===== src/design/lfc_pkg.sv =====
// Types, constants and the state table of the line follower controller.
// No dependencies; every other file imports this package.
`timescale 1ns / 1ps

package lfc_pkg;

  localparam int unsigned SPEED_W   = 14;
  localparam int unsigned STATE_W   = 4;
  localparam int unsigned DWELL_W   = 7;
  localparam int unsigned LAMP_W    = 4;
  localparam int unsigned REFL_W    = 8;
  localparam int unsigned BTN_W     = 2;
  localparam int unsigned CFG_IDX_W = 4;

  localparam logic [STATE_W-1:0] NUM_STATES = 4'd11;
  localparam logic [STATE_W-1:0] ST_CENTER  = 4'd0;
  localparam logic [SPEED_W-1:0] MAX_SPEED  = 14'd16383;
  localparam int unsigned        SENSOR_LO  = 3;

  localparam logic [SPEED_W-1:0] RST_SPEED_INITIAL = 14'd2000;
  localparam logic [SPEED_W-1:0] RST_SPEED_STEP    = 14'd500;
  localparam logic [SPEED_W-1:0] RST_SPEED_LIMIT   = 14'd5000;
  localparam logic [SPEED_W-1:0] RST_STOPPED_DUTY  = 14'd10;
  localparam logic [DWELL_W-1:0] RST_DWELL         = 7'd100;

  localparam logic [CFG_IDX_W-1:0] CFG_SPEED_INITIAL = 4'd0;
  localparam logic [CFG_IDX_W-1:0] CFG_SPEED_STEP    = 4'd1;
  localparam logic [CFG_IDX_W-1:0] CFG_SPEED_LIMIT   = 4'd2;
  localparam logic [CFG_IDX_W-1:0] CFG_STOPPED_DUTY  = 4'd3;

  localparam int unsigned WHEEL_RIGHT = 0;
  localparam int unsigned WHEEL_LEFT  = 1;

  typedef struct packed {
    logic [SPEED_W-1:0] speed_initial;
    logic [SPEED_W-1:0] speed_step;
    logic [SPEED_W-1:0] speed_limit;
    logic [SPEED_W-1:0] stopped_duty;
  } lfc_cfg_t;

  typedef struct packed {
    logic [1:0]              wheels;
    logic [DWELL_W-1:0]      dwell;
    logic [LAMP_W-1:0]       lamps;
    logic [3:0][STATE_W-1:0] next;
  } lfc_row_t;

  typedef struct packed {
    logic [SPEED_W-1:0] left_drive;
    logic [SPEED_W-1:0] right_drive;
    logic [STATE_W-1:0] state_index;
    logic [LAMP_W-1:0]  lamp_mask;
    logic               stepped;
  } lfc_result_t;

  // The next-state list is written highest sensor code first.
  function automatic lfc_row_t lfc_row(input logic [STATE_W-1:0] s);
    lfc_row_t r;
    case (s)
      4'd1:    r = '{2'b10, 7'd50,  4'h1, {4'd2, 4'd6, 4'd2, 4'd3}};
      4'd2:    r = '{2'b11, 7'd50,  4'h0, {4'd0, 4'd7, 4'd1, 4'd1}};
      4'd3:    r = '{2'b10, 7'd100, 4'h1, {4'd2, 4'd6, 4'd2, 4'd4}};
      4'd4:    r = '{2'b11, 7'd50,  4'h0, {4'd2, 4'd2, 4'd2, 4'd3}};
      4'd5:    r = '{2'b00, 7'd25,  4'hC, {4'd2, 4'd2, 4'd2, 4'd5}};
      4'd6:    r = '{2'b01, 7'd50,  4'h8, {4'd7, 4'd7, 4'd1, 4'd8}};
      4'd7:    r = '{2'b11, 7'd50,  4'h0, {4'd0, 4'd6, 4'd2, 4'd6}};
      4'd8:    r = '{2'b01, 7'd100, 4'h8, {4'd7, 4'd7, 4'd1, 4'd9}};
      4'd9:    r = '{2'b11, 7'd50,  4'h0, {4'd7, 4'd7, 4'd7, 4'd8}};
      4'd10:   r = '{2'b00, 7'd25,  4'hC, {4'd7, 4'd7, 4'd7, 4'd10}};
      default: r = '{2'b11, 7'd100, 4'h3, {4'd0, 4'd6, 4'd1, 4'd8}};
    endcase
    return r;
  endfunction

endpackage


===== src/design/lfc_in_if.sv =====
// Input channel of the line follower controller: one sensor word per tick.
// Depends on lfc_pkg.
`timescale 1ns / 1ps

interface lfc_in_if
  import lfc_pkg::*;
();
  logic              valid;
  logic              ready;
  logic [REFL_W-1:0] reflect_bits;
  logic [BTN_W-1:0]  buttons;

  modport source (output valid, output reflect_bits, output buttons, input ready);
  modport sink   (input valid, input reflect_bits, input buttons, output ready);
endinterface


===== src/design/lfc_out_if.sv =====
// Result channel of the line follower controller: one drive word per tick.
// Depends on lfc_pkg.
`timescale 1ns / 1ps

interface lfc_out_if
  import lfc_pkg::*;
();
  logic               valid;
  logic               ready;
  logic [SPEED_W-1:0] left_drive;
  logic [SPEED_W-1:0] right_drive;
  logic [STATE_W-1:0] state_index;
  logic [LAMP_W-1:0]  lamp_mask;
  logic               stepped;

  modport source (output valid, output left_drive, output right_drive,
                  output state_index, output lamp_mask, output stepped, input ready);
  modport sink   (input valid, input left_drive, input right_drive,
                  input state_index, input lamp_mask, input stepped, output ready);
endinterface


===== src/design/lfc_cfg_if.sv =====
// Configuration write channel of the line follower controller.
// Depends on lfc_pkg.
`timescale 1ns / 1ps

interface lfc_cfg_if
  import lfc_pkg::*;
();
  logic                 valid;
  logic                 ready;
  logic [CFG_IDX_W-1:0] index;
  logic [SPEED_W-1:0]   data;

  modport source (output valid, output index, output data, input ready);
  modport sink   (input valid, input index, input data, output ready);
endinterface


===== src/design/lfc_cfg_regs.sv =====
// Configuration register file of the line follower controller.
// Depends on lfc_pkg and lfc_cfg_if.
`timescale 1ns / 1ps

module lfc_cfg_regs
  import lfc_pkg::*;
(
  input  logic       clk,
  input  logic       rst_n,
  lfc_cfg_if.sink    cfg_ch,
  output lfc_cfg_t   cfg
);

  lfc_cfg_t cfg_r;
  lfc_cfg_t cfg_nxt;

  assign cfg_ch.ready = 1'b1;
  assign cfg          = cfg_r;

  always_comb begin
    cfg_nxt = cfg_r;
    if (cfg_ch.valid) begin
      case (cfg_ch.index)
        CFG_SPEED_INITIAL: cfg_nxt.speed_initial = cfg_ch.data;
        CFG_SPEED_STEP:    cfg_nxt.speed_step    = cfg_ch.data;
        CFG_SPEED_LIMIT:   cfg_nxt.speed_limit   = cfg_ch.data;
        CFG_STOPPED_DUTY:  cfg_nxt.stopped_duty  = cfg_ch.data;
        default:           cfg_nxt = cfg_r;
      endcase
    end
  end

  always_ff @(posedge clk) begin
    if (!rst_n) begin
      cfg_r.speed_initial <= RST_SPEED_INITIAL;
      cfg_r.speed_step    <= RST_SPEED_STEP;
      cfg_r.speed_limit   <= RST_SPEED_LIMIT;
      cfg_r.stopped_duty  <= RST_STOPPED_DUTY;
    end else begin
      cfg_r <= cfg_nxt;
    end
  end

endmodule


===== src/design/lfc_speed_unit.sv =====
// Button speed update for one wheel: saturating step, or wrap to the initial speed.
// Depends on lfc_pkg.
`timescale 1ns / 1ps

module lfc_speed_unit
  import lfc_pkg::*;
(
  input  logic [SPEED_W-1:0] speed,
  input  logic               press,
  input  lfc_cfg_t           cfg,
  output logic [SPEED_W-1:0] speed_nxt
);

  logic [SPEED_W:0] sum;

  assign sum = {1'b0, speed} + {1'b0, cfg.speed_step};

  always_comb begin
    if (!press) begin
      speed_nxt = speed;
    end else if (speed < cfg.speed_limit) begin
      speed_nxt = (sum > {1'b0, MAX_SPEED}) ? MAX_SPEED : sum[SPEED_W-1:0];
    end else begin
      speed_nxt = cfg.speed_initial;
    end
  end

endmodule


===== src/design/lfc_fsm_core.sv =====
// State, dwell counter, wheel speeds and button history of the line follower.
// Depends on lfc_pkg and lfc_speed_unit.
`timescale 1ns / 1ps

module lfc_fsm_core
  import lfc_pkg::*;
(
  input  logic              clk,
  input  logic              rst_n,
  input  logic              advance,
  input  logic [REFL_W-1:0] reflect_bits,
  input  logic [BTN_W-1:0]  buttons,
  input  lfc_cfg_t          cfg,
  output lfc_result_t       result
);

  logic [STATE_W-1:0] state_r, state_nxt;
  logic [DWELL_W-1:0] dwell_r, dwell_nxt;
  logic [SPEED_W-1:0] left_speed_r, left_speed_nxt;
  logic [SPEED_W-1:0] right_speed_r, right_speed_nxt;
  logic [BTN_W-1:0]   last_buttons_r, last_buttons_nxt;

  logic [STATE_W-1:0] cur;
  lfc_row_t           row;
  lfc_row_t           next_row;
  logic               last_tick;
  logic [1:0]         sel;
  logic [STATE_W-1:0] next_state;
  logic [BTN_W-1:0]   rising;
  logic [SPEED_W-1:0] left_bumped, right_bumped;

  assign cur        = (state_r < NUM_STATES) ? state_r : ST_CENTER;
  assign row        = lfc_row(cur);
  assign last_tick  = (dwell_r <= 7'd1);
  assign sel        = reflect_bits[SENSOR_LO +: 2];
  assign next_state = row.next[sel];
  assign next_row   = lfc_row(next_state);
  assign rising     = buttons & ~last_buttons_r;

  lfc_speed_unit u_left_speed (
    .speed     (left_speed_r),
    .press     (rising[WHEEL_LEFT]),
    .cfg       (cfg),
    .speed_nxt (left_bumped)
  );

  lfc_speed_unit u_right_speed (
    .speed     (right_speed_r),
    .press     (rising[WHEEL_RIGHT]),
    .cfg       (cfg),
    .speed_nxt (right_bumped)
  );

  always_comb begin
    result.left_drive  = row.wheels[WHEEL_LEFT]  ? left_speed_r  : cfg.stopped_duty;
    result.right_drive = row.wheels[WHEEL_RIGHT] ? right_speed_r : cfg.stopped_duty;
    result.state_index = cur;
    result.lamp_mask   = row.lamps;
    result.stepped     = last_tick;
  end

  always_comb begin
    state_nxt        = state_r;
    dwell_nxt        = dwell_r;
    left_speed_nxt   = left_speed_r;
    right_speed_nxt  = right_speed_r;
    last_buttons_nxt = last_buttons_r;
    if (advance) begin
      if (last_tick) begin
        state_nxt        = next_state;
        dwell_nxt        = next_row.dwell;
        left_speed_nxt   = left_bumped;
        right_speed_nxt  = right_bumped;
        last_buttons_nxt = buttons;
      end else begin
        state_nxt = cur;
        dwell_nxt = dwell_r - 7'd1;
      end
    end
  end

  always_ff @(posedge clk) begin
    if (!rst_n) begin
      state_r        <= ST_CENTER;
      dwell_r        <= RST_DWELL;
      left_speed_r   <= RST_SPEED_INITIAL;
      right_speed_r  <= RST_SPEED_INITIAL;
      last_buttons_r <= '0;
    end else begin
      state_r        <= state_nxt;
      dwell_r        <= dwell_nxt;
      left_speed_r   <= left_speed_nxt;
      right_speed_r  <= right_speed_nxt;
      last_buttons_r <= last_buttons_nxt;
    end
  end

endmodule


===== src/design/line_follower_fsm_controller.sv =====
// Top level of the line follower controller: configuration, state core and result register.
// Depends on lfc_pkg, the three channel interfaces, lfc_cfg_regs and lfc_fsm_core.
//
// The in_ch channel takes one word per 1 ms tick: the eight reflectance bits and the
// two speed buttons. For every accepted word the out_ch channel gives exactly one word:
// both motor drives, the state index and lamp mask held before the tick, and a flag
// that marks a tick on which the dwell ended and a transition was taken.
// The result is registered and appears in the cycle after the word is accepted. A new word
// can be accepted in every cycle while the receiver is ready, so the sustained rate is one
// word per cycle; it is set by the single result register, which holds a finished word while the next one is taken in.
// When the receiver stalls, the result register holds its word and in_ch.ready drops
// until that word is taken; no state changes while a word is refused.
// cfg_ch writes the four speed registers by index, is always ready and ignores an index
// beyond the last register. The user must make writes only while idle; nothing checks this.
// After reset the block is in the centre state with 100 ticks of dwell, both wheel
// speeds at 2000, the registers at their default values and no result pending.
`timescale 1ns / 1ps

module line_follower_fsm_controller
  import lfc_pkg::*;
(
  input  logic      clk,
  input  logic      rst_n,
  lfc_in_if.sink    in_ch,
  lfc_out_if.source out_ch,
  lfc_cfg_if.sink   cfg_ch
);

  lfc_cfg_t    cfg;
  lfc_result_t result;
  lfc_result_t result_r;
  logic        out_valid_r, out_valid_nxt;
  logic        accept;

  assign in_ch.ready = !out_valid_r || out_ch.ready;
  assign accept      = in_ch.valid && in_ch.ready;

  lfc_cfg_regs u_cfg_regs (
    .clk    (clk),
    .rst_n  (rst_n),
    .cfg_ch (cfg_ch),
    .cfg    (cfg)
  );

  lfc_fsm_core u_fsm_core (
    .clk          (clk),
    .rst_n        (rst_n),
    .advance      (accept),
    .reflect_bits (in_ch.reflect_bits),
    .buttons      (in_ch.buttons),
    .cfg          (cfg),
    .result       (result)
  );

  always_comb begin
    out_valid_nxt = out_valid_r;
    if (accept) begin
      out_valid_nxt = 1'b1;
    end else if (out_ch.ready) begin
      out_valid_nxt = 1'b0;
    end
  end

  always_ff @(posedge clk) begin
    if (!rst_n) begin
      out_valid_r <= 1'b0;
    end else begin
      out_valid_r <= out_valid_nxt;
    end
  end

  always_ff @(posedge clk) begin
    if (accept) begin
      result_r <= result;
    end
  end

  assign out_ch.valid       = out_valid_r;
  assign out_ch.left_drive  = result_r.left_drive;
  assign out_ch.right_drive = result_r.right_drive;
  assign out_ch.state_index = result_r.state_index;
  assign out_ch.lamp_mask   = result_r.lamp_mask;
  assign out_ch.stepped     = result_r.stepped;

endmodule

===== src/flat_wrapper.sv =====
// flat-port wrapper written by rule: the top's interface ports become plain ports
module line_follower_fsm_controller_flat import lfc_pkg::*;
  (clk, rst_n, in_ch_valid, in_ch_reflect_bits, in_ch_buttons, in_ch_ready, out_ch_valid, out_ch_left_drive, out_ch_right_drive, out_ch_state_index, out_ch_lamp_mask, out_ch_stepped, out_ch_ready, cfg_ch_valid, cfg_ch_index, cfg_ch_data, cfg_ch_ready);
  lfc_in_if in_ch_i ();
  lfc_out_if out_ch_i ();
  lfc_cfg_if cfg_ch_i ();
  input  logic clk;
  input  logic rst_n;
  input wire logic [$bits(in_ch_i.valid)-1:0] in_ch_valid;
  input wire logic [$bits(in_ch_i.reflect_bits)-1:0] in_ch_reflect_bits;
  input wire logic [$bits(in_ch_i.buttons)-1:0] in_ch_buttons;
  output wire logic [$bits(in_ch_i.ready)-1:0] in_ch_ready;
  output wire logic [$bits(out_ch_i.valid)-1:0] out_ch_valid;
  output wire logic [$bits(out_ch_i.left_drive)-1:0] out_ch_left_drive;
  output wire logic [$bits(out_ch_i.right_drive)-1:0] out_ch_right_drive;
  output wire logic [$bits(out_ch_i.state_index)-1:0] out_ch_state_index;
  output wire logic [$bits(out_ch_i.lamp_mask)-1:0] out_ch_lamp_mask;
  output wire logic [$bits(out_ch_i.stepped)-1:0] out_ch_stepped;
  input wire logic [$bits(out_ch_i.ready)-1:0] out_ch_ready;
  input wire logic [$bits(cfg_ch_i.valid)-1:0] cfg_ch_valid;
  input wire logic [$bits(cfg_ch_i.index)-1:0] cfg_ch_index;
  input wire logic [$bits(cfg_ch_i.data)-1:0] cfg_ch_data;
  output wire logic [$bits(cfg_ch_i.ready)-1:0] cfg_ch_ready;
  assign in_ch_i.valid = in_ch_valid;
  assign in_ch_i.reflect_bits = in_ch_reflect_bits;
  assign in_ch_i.buttons = in_ch_buttons;
  assign in_ch_ready = in_ch_i.ready;
  assign out_ch_valid = out_ch_i.valid;
  assign out_ch_left_drive = out_ch_i.left_drive;
  assign out_ch_right_drive = out_ch_i.right_drive;
  assign out_ch_state_index = out_ch_i.state_index;
  assign out_ch_lamp_mask = out_ch_i.lamp_mask;
  assign out_ch_stepped = out_ch_i.stepped;
  assign out_ch_i.ready = out_ch_ready;
  assign cfg_ch_i.valid = cfg_ch_valid;
  assign cfg_ch_i.index = cfg_ch_index;
  assign cfg_ch_i.data = cfg_ch_data;
  assign cfg_ch_ready = cfg_ch_i.ready;
  line_follower_fsm_controller u_core (.clk(clk), .rst_n(rst_n), .in_ch(in_ch_i), .out_ch(out_ch_i), .cfg_ch(cfg_ch_i));
endmodule

===== config.mk =====
export PLATFORM = sky130hd
export DESIGN_NAME = line_follower_fsm_controller_flat
export DESIGN_NICKNAME = d
export VERILOG_FILES = /design/src/design/lfc_pkg.sv /design/src/design/lfc_in_if.sv /design/src/design/lfc_out_if.sv /design/src/design/lfc_cfg_if.sv /design/src/design/lfc_cfg_regs.sv /design/src/design/lfc_speed_unit.sv /design/src/design/lfc_fsm_core.sv /design/src/design/line_follower_fsm_controller.sv /design/src/flat_wrapper.sv
export SDC_FILE = /design/constraint.sdc
export NUM_CORES = 1
export LEC_CHECK = 0
export BUFFER_PORTS_ARGS = -buffer_cell sky130_fd_sc_hd__buf_2
export CORE_UTILIZATION = 30
export CTS_BUF_LIST = sky130_fd_sc_hd__clkbuf_16
export CTS_CLUSTER_SIZE = 28
export DETAILED_ROUTE_END_ITERATION = 8
export SLEW_MARGIN = 20
export SYNTH_ARGS = -nofsm -noshare
export SYNTH_HDL_FRONTEND = slang
export SYNTH_SLANG_ARGS = --single-unit
export TNS_END_PERCENT = 5

===== constraint.sdc =====
create_clock -name clk -period 7.23 [get_ports clk]
set_input_delay 0.723 -clock clk [delete_from_list [all_inputs] [get_ports clk]]
set_output_delay 0.723 -clock clk [all_outputs]
set_load 0.02 [all_outputs]

* Word level (Yosys, flattened, before mapping)
Memory sizes are Yosys's and may differ from the RTL's. Cells that the tools add are included. Widths: inputs -> output; s select.
Word-level totals: flip-flop bits (word level) 135, bits in read-only memories 800, bits of input ports 33, output and inout port bits 40, logic and storage cells 57, memories 2
Cells by class: add/sub/neg operators 3, order comparisons 7, equality and inequality tests 3, mux-type cells 13, bitwise operators 2, reductions and logical operators 12
Memory list:
- (name not given) | depth 16, width 25, read ports 1, clocked after memory_dff 0, write ports 0, RTL line lfc_pkg.sv:59 | case (s)
- (name not given) | depth 16, width 25, read ports 1, clocked after memory_dff 0, write ports 0, RTL line lfc_pkg.sv:59
Operator list (number):
- $mux 14 | 6
- $add 14x14->15 | 2
- $gt 15x14->1 const B | 2
- $lt 14x14->1 | 2
- $mux 4 | 3
- $reduce_and 2->1 | 5
- $bmux 4 s2 | 1
- $eq 4x2->1 const B | 2
- $le 7x1->1 const B | 1
- $mux 7 | 1
- $sub 7x1->7 const B | 1
- $reduce_and 3->1 | 2
- $eq 4x1->1 const B | 1
- $logic_not 4->1 | 1
- $lt 4x4->1 const B | 1
- $lt 2x3->1 const B | 1
- $and 2x2->2 | 1
- $mux 1 | 2
- $not 2->2 | 1
- $reduce_bool 2->1 | 1
- $logic_and 1x1->1 | 1
- $logic_not 1->1 | 1
- $logic_or 1x1->1 | 1

* Depth between registers and ports, before layout
An unclocked memory read counts as a cell.
depth in word-level cells 7, gate-level depth with buffers 15

* By module
Synthesis repeated with hierarchy kept, for this count alone.
Second synthesis, totals: cell total of the unflattened synthesis 990, area, all modules 8745.9 µm²
Modules (own cells, without submodules):
- lfc_speed_unit | instances 2, cells an instance 199, area each 1410.1 µm², seq. area each 0.0 µm²
- lfc_fsm_core | instances 1, cells an instance 326, area each 2519.9 µm², seq. area each 820.8 µm²
- lfc_cfg_regs | instances 1, cells an instance 224, area each 2237.1 µm², seq. area each 1121.1 µm²
- line_follower_fsm_controller | instances 1, cells an instance 42, area each 1168.6 µm², seq. area each 1131.1 µm²

* Worst setup path before layout
OpenSTA, ideal clock, no wires.
path type input to register, from input port out_ch_ready, to register u_core.u_fsm_core.dwell_r[6], setup time 120 ps, data arrival time 3079 ps, slack 4032 ps, cell stages on the path 6, cells stage by stage nand2b_1 nand2_1 inv_1 clkbuf_1 o21ai_0 a211o_1
Between the ends: word-level cells in the longest chain between the ends 2
Ends and longest elaborated chain:
- from (decl) | RTL line flat_wrapper.sv:19 | input wire logic [$bits(out_ch_i.ready)-1:0] out_ch_ready;
- $logic_or 1x1->1 | RTL line line_follower_fsm_controller.sv:35 | assign in_ch.ready = !out_valid_r || out_ch.ready;
- $logic_and 1x1->1 | RTL line line_follower_fsm_controller.sv:36 | assign accept = in_ch.valid && in_ch.ready;
- net u_core.accept | RTL line line_follower_fsm_controller.sv:33 | logic accept;
- to (signal assigned) | RTL line lfc_fsm_core.sv:91 | dwell_r <= dwell_nxt;
- to (decl) | RTL line lfc_fsm_core.sv:18 | logic [DWELL_W-1:0] dwell_r, dwell_nxt;
The timed path passes the listed nets, and every way through them passes these cells. A chain may end at the register's enable or synchronous reset.

* Worst setup path in the final report
from input port out_ch_ready, to register u_core.u_fsm_core.right_speed_r[11]
Between the ends: word-level cells in the longest chain between the ends 3
Ends and longest elaborated chain:
- $logic_or 1x1->1 | RTL line line_follower_fsm_controller.sv:35
- $logic_and 1x1->1 | RTL line line_follower_fsm_controller.sv:36
- $reduce_and 3->1 (no source line)
- to (signal assigned) | RTL line lfc_fsm_core.sv:93 | right_speed_r <= right_speed_nxt;
- to (decl) | RTL line lfc_fsm_core.sv:20 | logic [SPEED_W-1:0] right_speed_r, right_speed_nxt;
No other way between the ends.

==> run summary <==
Setup repair bufs after CTS: 0
Top cell type's share of synthesized area: 0.254
P&R area growth vs syn: 15.4%
Max_slew headroom: 0.344
Final net count: 990
Final Max Slew Viols: 0
Non-Filler Instances: 1234
Final core utilization: 0.353
FF-to-FF Start: u_core.out_ch.valid
Gates resized, CTS repair: 0
Post-synth EDFFs: 37
Syn Std Cell Area: 7710 um2
Initial core utilization: 0.306
Cell count after synthesis: 839
Initial antenna violation count: 1
First-pass GRT wire length: 32000 um
Setup Skew: 0.0109 ns
Via Count: 6369
CTS buffer count: 17
Synth Register Bits: 135
Clk sinks: 135
Worst-path cell chain: buf_2 -> nand2b_1 -> nand2_1 -> inv_2 -> nand2_1 -> nor3b_2 -> and2_0 -> o221ai_1 -> nand2_1
Worst Setup Start Kind: input port
Post-route ant nets: 0
Tmin final: 3.60 ns
Crit path top cell by count: nand2_1
LEAKAGE: 3.65 nW
Pwr Density: 199 nW/um2
Root buf cell: clkbuf_16
Worst Path Arrival: 3.96 ns
Register area share after synthesis: 0.399
Post-CTS Hold Fix Bufs: 0
Pin count of the biggest net entering global routing: 91
Max Buffers Root-to-Sink: 2
Grt ovf: 0
Fmax: 278 MHz
Worst Path Required: 7.60 ns
Die area: 26300 um2
Syn nets: 939
Final hold vios: 0
Hold-critical path depth: 2
Warnings from Yosys: 0
Setup TNS: 0 ns
Final setup viols: 0
Fraction of layout cells with a size suffix above 1: 0.163
Peak VDD IR: 0.155 mV
Worst-margin pin slew: 0.984 ns
Std-Cell Rows: 58
Netlist cell types: 64
DRT Pass-1 Iters: 5
Top_reg_cell synth: dfxtp_1
Maxcap violations: 0
HP Start: u_core.u_cfg_regs.cfg[15]
CP Capture Type: register
# port buffers: 65
Category of the most critical setup path: in2reg
Outcome: completed
Die W: 162 um
Crit-path max cell delay: 0.82 ns
Worst path slowest cell: nor3b_2
Dpl ws: 3.15 ns
CP Max Fanout: 48
PnR worst setup slack: 3.63 ns
CTS tree: done
Tcrit/Tclk final: 0.498
Worst-path clk slew: 0.06 ns
Initial DRC Count: 507
Final Wtd Congestion: 0.846
Routed len/inst: 16.3 um
Vias per cell: 5.16
Yosys top cell by area: dfxtp_1
Synth Area per Inst: 9.19 um2
Skew-Pair Late Insertion Delay: 0.42 ns
Drt drc: 0
Placed cells: 1200
Most common cell after layout, fill and taps aside: nand2_1
Die height: 162 um
Dpl hpwl: 14300 um
Ys async rst share: 0
Commonest cells after routing, fill and taps aside: nand2_1, dfxtp_1, ha_1, buf_2, nand3_1
Num ports: 73
Reg-to-reg slack, setup: 3.73 ns
Hold Path End: u_core.u_cfg_regs.cfg[15]
Hold slack: 0.470 ns
Routed wire length: 20100 um
Worst reg2reg path depth: 8
Worst min path class: reg2reg
GRT Resource Usage Total: 0.156
CTS H-tree lvls: 4
Synth top area cells: dfxtp_1, edfxtp_1, ha_1, nand2_1, mux2_2
Setup repair after global routing missed its margin: no
Crit Reg-Reg Endpoint: u_core.u_fsm_core.right_speed_r[11]
Placeable Area: 25200 um2
Vias in the first global route: 5977
Fill cells: 2520
[layout make-up]
cell class                 count  area [um2]  area share
antenna                        1        2.50    0.000281
clock buffer                  17         425      0.0478
clock inverter                15         121      0.0136
inverter                      40         150      0.0169
multi-input combinational    623        4330       0.487
sequential                   135        3070       0.345
tap                          330         413      0.0464
timing repair buffer          73         385      0.0433
[critical path: cells and delay by family]
kind,cells,cell delay (ns)
buffers and inverters,2,0.86
and+or+nand+nor,6,2.17
AOI/OAI and AO/OA,1,0.20
[how the worst max path moves through the flow]
stage,from,endpoint,slack (ns),depth (start not counted)
2_1_floorplan,out_ch_ready,u_core.u_fsm_core.dwell_r[6],4.03,6
3_3_place_gp,out_ch_ready,u_core.u_fsm_core.right_speed_r[11],3.16,9
3_5_place_dp,out_ch_ready,u_core.u_fsm_core.right_speed_r[0],3.15,9
4_1_cts,out_ch_ready,u_core.u_fsm_core.right_speed_r[11],3.58,9
5_1_grt,out_ch_ready,u_core.u_fsm_core.right_speed_r[0],3.36,9
6_report,out_ch_ready,u_core.u_fsm_core.right_speed_r[11],3.63,9
[cell usage after synthesis (all sizes together) (8+ instances only)]
cell type and instances:
nand3 49, o221ai 26, dfxtp 98, mux2 29
nand2 146, a21oi 32, a31oi 8, mux2i 18
a211oi 10, clkbuf 33, xnor2 16, o21ai 31
a21o 13, nor2 28, a21boi 28, nor2b 18
edfxtp 37, o211ai 13, inv 39, buf 8
nand2b 8, ha 65
[power by group]
group	total [mW]	switching [mW]	internal, mW
Sequential	0.811	0.0120	0.799
Clock	0.802	0.356	0.446
Combinational	0.159	0.0997	0.0598
Total	1.77	0.468	1.30
[per-layer routing]
layer,GRT usage,part of all wire,vias to the layer above
met2,0.253,0.47,163
met1,0.208,0.47,3036
met4,0.0502,0.013,0
met5,0,0,-
met3,0.0299,0.051,19
li1,-,-,3151
[per-stage QoR]
step	area, um2	total power, mW
5_1_grt	8900	1.84
2_1_floorplan	7710	0.936
3_3_place_gp	8340	0.984
6_report	8900	1.77
3_5_place_dp	8340	0.986
4_1_cts	8890	1.79
[sequential cells by signal, summed over array words and instances (netlist names)]
signal and count:
u_core.u_cfg_regs.cfg 56, u_core.out_ch.left_drive 14, u_core.out_ch.right_drive 14, u_core.u_fsm_core.left_speed_r 14, u_core.u_fsm_core.right_speed_r 14, u_core.u_fsm_core.dwell_r 7, u_core.out_ch.lamp_mask 4, u_core.out_ch.state_index 4
u_core.u_fsm_core.state_r 4, u_core.u_fsm_core.last_buttons_r 2, u_core.out_ch.stepped 1, u_core.out_ch.valid 1
[cell families after synthesis]
logic type | synth area share
AO/OA/AOI/OAI | 0.192
multiplexers | 0.0657
AND/OR/NAND/NOR | 0.168
other | 0.000486
adder cells (fa/ha/maj) | 0.111
XOR/XNOR | 0.0227
flip-flops | 0.399
buffers and inverters | 0.0417
No activity file was read; power rests on OpenSTA's default activity.
